## config.mk

```make
export PLATFORM = sky130hd
export DESIGN_NAME = selectable_string_hash_core
export DESIGN_NICKNAME = d
export VERILOG_FILES = /design/src/sv/shb_pkg.sv /design/src/sv/shb_step.sv /design/src/sv/selectable_string_hash_core.sv
export SDC_FILE = /design/constraint.sdc
export NUM_CORES = 2
export LEC_CHECK = 0
export BUFFER_PORTS_ARGS = -buffer_cell sky130_fd_sc_hd__buf_4
export CAP_MARGIN = 20
export CORE_ASPECT_RATIO = 0.7
export CORE_MARGIN = 2
export CORE_UTILIZATION = 55
export CTS_CLUSTER_SIZE = 12
export DETAILED_ROUTE_END_ITERATION = 8
export PLACE_DENSITY = 0.71
export SYNTH_ARGS = -nofsm -noshare
export SYNTH_HDL_FRONTEND = slang
export SYNTH_SLANG_ARGS = --single-unit
```

## constraint.sdc

```tcl
create_clock -name clk -period 46.6 [get_ports clk]
set_input_delay 6.99 -clock clk [delete_from_list [all_inputs] [get_ports clk]]
set_output_delay 6.99 -clock clk [all_outputs]
set_load 0.01 [all_outputs]
```

## src/sv/shb_pkg.sv

```systemverilog
// Shared types and constants for the selectable string hash core.
`default_nettype none

package shb_pkg;

    typedef enum logic [2:0]
    {
        SEL_JS   = 3'd0,
        SEL_ELF  = 3'd1,
        SEL_SDBM = 3'd2,
        SEL_DJB  = 3'd3,
        SEL_DEK  = 3'd4,
        SEL_RS   = 3'd5,
        SEL_PJW  = 3'd6,
        SEL_BKDR = 3'd7
    } hash_sel_t;

    localparam logic [63:0] JS_INIT      = 64'd1315423911;
    localparam logic [63:0] DJB_INIT     = 64'd5381;
    localparam logic [31:0] RS_A_INIT    = 32'd63689;
    localparam logic [31:0] RS_B         = 32'd378551;
    localparam logic [31:0] BKDR_SEED    = 32'd131;
    localparam logic [63:0] ELF_TOP_MASK = 64'hF000_0000_0000_0000;
    localparam logic [31:0] PJW_TOP_MASK = 32'hF000_0000;
    localparam logic [31:0] PJW_LOW_MASK = 32'h0FFF_FFFF;

    // One registered transaction plus the mode captured with it
    typedef struct packed
    {
        logic [7:0]  data_byte;
        logic        start_of_string;
        logic        end_of_string;
        logic        empty_string;
        logic [31:0] string_length;
        hash_sel_t   sel;
    } item_t;

    typedef struct packed
    {
        logic [63:0] hash;
        logic [31:0] rs_mult;
        logic        emit;
    } step_t;

endpackage : shb_pkg

`default_nettype wire

```

## src/sv/shb_step.sv

```systemverilog
// Single-byte hash update for all eight schemes.
`default_nettype none

module shb_step
(
    input  wire shb_pkg::item_t item,
    input  wire [63:0]          running_hash,
    input  wire [31:0]          rs_mult,
    output shb_pkg::step_t      step
);
    import shb_pkg::*;

    logic [63:0] c64;
    logic [31:0] c32;
    logic [63:0] init_val;
    logic [63:0] h;
    logic [31:0] h32;
    logic [31:0] rs_base;
    logic [63:0] elf_t;
    logic [63:0] elf_x;
    logic [31:0] pjw_p;
    logic [31:0] pjw_t;
    logic [31:0] rs_prod;
    logic [31:0] bkdr_prod;
    logic [63:0] hash_new;
    logic [31:0] mult_new;

    always_comb
    begin
        c64 = {{56{item.data_byte[7]}}, item.data_byte};
        c32 = c64[31:0];

        // Seed value; DEK takes the string length, zero on an empty string
        unique case (item.sel)
            SEL_JS:  init_val = JS_INIT;
            SEL_DJB: init_val = DJB_INIT;
            SEL_DEK: init_val = item.empty_string ? 64'd0 : {32'd0, item.string_length};
            default: init_val = 64'd0;
        endcase

        h       = item.start_of_string ? init_val : running_hash;
        rs_base = item.start_of_string ? RS_A_INIT : rs_mult;
        h32     = h[31:0];

        elf_t     = (h << 4) + c64;
        elf_x     = elf_t & ELF_TOP_MASK;
        pjw_p     = (h32 << 4) + c32;
        pjw_t     = pjw_p & PJW_TOP_MASK;
        rs_prod   = h32 * rs_base;
        bkdr_prod = h32 * BKDR_SEED;

        // a start reloads the RS multiplier whatever the scheme
        mult_new = rs_base;
        unique case (item.sel)
            SEL_JS:   hash_new = h ^ ((h << 5) + c64 + (h >> 2));
            SEL_ELF:  hash_new = (elf_t ^ (elf_x >> 24)) & ~elf_x;
            SEL_SDBM: hash_new = c64 + (h << 6) + (h << 16) - h;
            SEL_DJB:  hash_new = (h << 5) + h + c64;
            SEL_DEK:  hash_new = ((h << 5) ^ (h >> 27)) ^ c64;
            SEL_RS:
            begin
                hash_new = {32'd0, rs_prod + c32};
                mult_new = rs_base * RS_B;
            end
            SEL_PJW:
            begin
                if (pjw_t != 32'd0)
                    hash_new = {32'd0, (pjw_p ^ (pjw_t >> 24)) & PJW_LOW_MASK};
                else
                    hash_new = {32'd0, pjw_p};
            end
            default:  hash_new = {32'd0, bkdr_prod + c32};
        endcase

        if (item.empty_string)
        begin
            step.hash    = init_val;
            step.rs_mult = RS_A_INIT;
            step.emit    = 1'b1;
        end
        else
        begin
            step.hash    = hash_new;
            step.rs_mult = mult_new;
            step.emit    = item.end_of_string;
        end
    end

endmodule : shb_step

`default_nettype wire

```

## src/sv/selectable_string_hash_core.sv

```systemverilog
// Top level of the selectable string hash core.
// Usage:
//   A string enters one byte per transaction on the data channel
//   (data_valid/data_ready). start_of_string reloads the scheme's seed,
//   end_of_string makes the finished hash appear on the hash channel
//   (hash_valid/hash_ready). empty_string gives the seed at once, no byte.
//   cfg_wr_en/cfg_wr_data pick the scheme; write it only while idle.
//   A byte is registered in the input register on acceptance and then
//   folded into the running hash; a finished hash is registered in the
//   output register at the same edge, and that register drives hash_valid.
//   Throughput: one byte per cycle, set by the fold loop around the
//   running hash register (RS uses two 32x32 multipliers there), while
//   the output register can take the hash of a closing byte.
//   Reset clears the running hash, the RS multiplier to 63689, the scheme
//   to JS and all valid flags. While hash_ready is low the finished hash
//   holds; bytes that do not end a string still flow, and a byte that
//   does waits in the input register until the output register frees.
`default_nettype none

module selectable_string_hash_core
(
    input  wire        clk,
    input  wire        rst_n,
    input  wire        cfg_wr_en,
    input  wire [2:0]  cfg_wr_data,
    input  wire        data_valid,
    output logic       data_ready,
    input  wire [7:0]  data_byte,
    input  wire        start_of_string,
    input  wire        end_of_string,
    input  wire        empty_string,
    input  wire [31:0] string_length,
    output logic       hash_valid,
    input  wire        hash_ready,
    output logic [63:0] hash_value
);
    import shb_pkg::*;

    hash_sel_t   sel_reg;
    item_t       item_reg;
    logic        item_valid_reg;
    logic        item_valid_next;
    logic [63:0] hash_reg;
    logic [31:0] mult_reg;
    logic        out_valid_reg;
    logic        out_valid_next;
    logic [63:0] out_hash_reg;
    step_t       step;
    logic        step_fire;
    logic        accept;

    shb_step u_step
    (
        .item         (item_reg),
        .running_hash (hash_reg),
        .rs_mult      (mult_reg),
        .step         (step)
    );

    // A result-bearing transaction may only leave when the output slot frees
    assign step_fire  = item_valid_reg && (!step.emit || !out_valid_reg || hash_ready);
    assign data_ready = !item_valid_reg || step_fire;
    assign accept     = data_valid && data_ready;

    always_comb
    begin
        item_valid_next = item_valid_reg;
        if (accept)
            item_valid_next = 1'b1;
        else if (step_fire)
            item_valid_next = 1'b0;

        out_valid_next = out_valid_reg;
        if (step_fire && step.emit)
            out_valid_next = 1'b1;
        else if (hash_ready)
            out_valid_next = 1'b0;
    end

    always_ff @(posedge clk or negedge rst_n)
    begin
        if (!rst_n)
        begin
            sel_reg        <= SEL_JS;
            item_valid_reg <= 1'b0;
            hash_reg       <= 64'd0;
            mult_reg       <= RS_A_INIT;
            out_valid_reg  <= 1'b0;
        end
        else
        begin
            if (cfg_wr_en)
                sel_reg <= hash_sel_t'(cfg_wr_data);
            item_valid_reg <= item_valid_next;
            out_valid_reg  <= out_valid_next;
            if (step_fire)
            begin
                hash_reg <= step.hash;
                mult_reg <= step.rs_mult;
            end
        end
    end

    always_ff @(posedge clk)
    begin
        if (accept)
        begin
            item_reg.data_byte       <= data_byte;
            item_reg.start_of_string <= start_of_string;
            item_reg.end_of_string   <= end_of_string;
            item_reg.empty_string    <= empty_string;
            item_reg.string_length   <= string_length;
            item_reg.sel             <= sel_reg;
        end
        if (step_fire && step.emit)
            out_hash_reg <= step.hash;
    end

    assign hash_valid = out_valid_reg;
    assign hash_value = out_hash_reg;

endmodule : selectable_string_hash_core

`default_nettype wire

```

==> metrics.csv <==
metric,value,unit
Post-Synth Simple-Gate Area,13.22,%
port bufs,116,
RSZ-0062 raised after global routing,false,
Syn Nets,8666,
Hold Crit Start,sel_reg[0]$_DFFE_PN0P_,
period utilization,31.78,%
first-pass GRT wire length,367000,um
# setup viols final,0,
r2r setup slk,34.61,ns
Slew HR,12.93,%
CTS H-tree depth,1,
slowest cell on the critical path,nor2_1,
Max Cap Viol,0,
top-area cell type share of the netlist area,30.30,%
FF-to-FF End,hash_reg[27]$_DFFE_PN0P_,
Post-synth EDFFs,110,
postcts setup bufs,0,
Initial Utilization,55.57,%
largest family of logic cells by synthesized area,adder cells,
Tmin final,14.81,ns
"Hold-fix buffers, CTS",0,
Setup crit end kind,primary output,
Initial DRT Pass Iterations,8,
Num CTS Buffers,29,
Top Ports,117,
max incr delay on CP,0.23,ns
worst hold path class,flop to flop,
r2r startpoint,item_reg[37]$_DFFE_PP_,
initial DRC count,7698,
post-synthesis xor/xnor area fraction,7.034,%
"most used cell, CP",buf_4,
Reg2Reg Depth,35,
total core area,0.1087,mm2
multiplexer area fraction after synthesis,0.8888,%
Root Buffer Master,clkbuf_16,
achievable clock frequency,67.53,MHz
Setup crit end,data_ready,
Stages on worst setup path,5,
share of cells above drive strength 1,6.440,%
crit path from,hash_ready,
top post-synthesis cells by area,"fa_1 30%, ha_1 14%, inv_1 7.7%, xnor2_1 5.5%, edfxtp_1 5.5%",
count of final hold-check violations,0,
final net count,8699,
post-CTS sizing,0,
DR vias,54640,
status,"complete, no violations",
crit path kind,primary input to primary output,
top-count cell post-synth,inv_1,
Die Width,400.1,um
post-synthesis cell area,0.06039,mm2
ys async rst share,47.87,%
skew final,0.03547,ns
clock slew at reported path FFs,0.06,ns
Slew Limit Fails,0,
WP buf/inv,2,
worst hold stages,0,
CP max FO,3,
DRC Markers,0,
number of library cell types mapped by synthesis,101,
Commonest cells post-synth,"1232 x inv_1, 914 x fa_1, 676 x ha_1",
initial antenna violation count,10,
setup TNS,0,ns
Sinks on Clock Net,211,
worst-skew pair later-pin latency,0.71,ns
DR WL/cell,30.12,um
sequential fraction of the synthesis area,9.674,%
DP HPWL,205200,um
worst slew pin tran,1.295,ns
Max Root-Sink Buffers,3,
Yosys top cell by area,fa_1,
post-synthesis compound-gate area fraction,15.25,%
Synth Area in Adders,44.31,%
Post-Synthesis Cells,7025,
Routed WL,256900,um
most frequently used flop master after synthesis,edfxtp_1,
Total GRT Usage,45.67,%
Die Ht,281.2,um
CP Cell Sequence,buf_4 -> nand2b_1 -> nor2_1 -> nand2_1 -> buf_4,
Congestion Overflow GR,0,
FP Rows,101,
syn avg cell area,8.596,um2
Worst setup SP type,primary input,
full die area,0.1125,mm2
vias per inst,6.408,
"flops & latches, synth",211,
CP required,39.61,ns
global placement routability congestion,1.090,
largest net degree at the start of global routing,63,
post-route ant nets,0,
cell family with the largest share of critical-path delay,simple AND/OR/NAND/NOR gates,
Syn-to-layout area delta,6.481,%
vias in the first global route,52480,
YS warnings,0,
CTS tree,yes,
Worst Path Arrival,7.82,ns
## per-layer routing
metal	up-vias	share of wire [%]	track usage, %
met2	4026	35	55.31
met4	22	3.7	12.56
met3	580	20	27.72
met5	-	0.14	1.568
li1	23100	-	-
met1	26910	41	65.93
## through the flow
stage | utilization [%] | hold slack [ns] | cells | instance area, um2 | worst slack (ns)
4_1_cts | 59.08 | 0.4525 | 8512 | 64210 | 31.81
3_3_place_gp | 58.22 | 0.4323 | 8457 | 63270 | 31.75
5_1_grt | 59.16 | 0.4669 | 8523 | 64290 | 31.71
3_5_place_dp | 58.24 | 0.4389 | 8458 | 63300 | 31.82
6_report | 59.17 | 0.4489 | 8527 | 64300 | 31.79
2_1_floorplan | - | 0.4211 | 7025 | 60390 | 27.97
## cell families (layout without fill, tap and decap cells)
family          count (synthesis)  in the layout
mux                            50             50
compound gates               1426           1426
flops                         211            211
buf+inv                      1530           1586
xor+xnor                      485            485
simple gates                 1733           1733
other cells                     0              4
fa+ha+maj                    1590           1590
## layout make-up
type | count | area [um2]
Multi-Input combinational cell | 5284 | 48860
Fill cell | 9813 | 44380
Sequential cell | 211 | 5842
Inverter | 1244 | 4674
Timing Repair Buffer | 288 | 2196
Tap cell | 1442 | 1804
Clock buffer | 33 | 740.7
Clock inverter | 21 | 175.2
Antenna cell | 4 | 10.01
## layout by cell type (no fill, tap or decap), types with 13 or more instances in the layout
cell | Yosys | layout
nand2_1 | 607 | 607
a21boi_0 | 13 | 13
nand4_1 | 62 | 62
nor2_1 | 484 | 481
clkbuf_16 | 0 | 29
nor3_1 | 87 | 83
mux2_2 | 29 | 29
buf_4 | 7 | 277
nand3_1 | 77 | 76
o22ai_1 | 49 | 49
a221oi_1 | 36 | 36
o21ai_1 | 14 | 14
mux2i_1 | 21 | 21
xnor2_1 | 380 | 380
or2_2 | 23 | 23
xor2_1 | 105 | 105
or3_1 | 29 | 27
o31ai_1 | 49 | 48
o21bai_1 | 55 | 55
nor4_1 | 32 | 31
and2_1 | 127 | 126
fa_1 | 914 | 914
a21oi_1 | 427 | 423
o21ai_0 | 268 | 265
inv_1 | 1232 | 1232
clkinv_1 | 10 | 14
nor2b_1 | 63 | 56
and3_1 | 30 | 30
ha_1 | 676 | 676
dfrtp_1 | 92 | 92
o21a_1 | 49 | 49
a21o_1 | 121 | 121
a211oi_1 | 55 | 55
o211ai_1 | 22 | 22
o221ai_1 | 19 | 19
nand2b_1 | 72 | 71
a211o_1 | 13 | 13
a22oi_1 | 29 | 29
a31oi_1 | 60 | 60
edfxtp_1 | 110 | 110
## how the worst min path moves through the flow
stage                                 end  slack (ns)
floorplan           item_reg[0]$_DFFE_PP_        0.42
global placement    item_reg[2]$_DFFE_PP_        0.43
detailed placement  item_reg[0]$_DFFE_PP_        0.44
CTS                 item_reg[0]$_DFFE_PP_        0.45
global route        item_reg[1]$_DFFE_PP_        0.47
finish              item_reg[0]$_DFFE_PP_        0.45
Power is not shown: default switching activity piles up to over one toggle a cycle in this logic, so the estimate is an artifact.
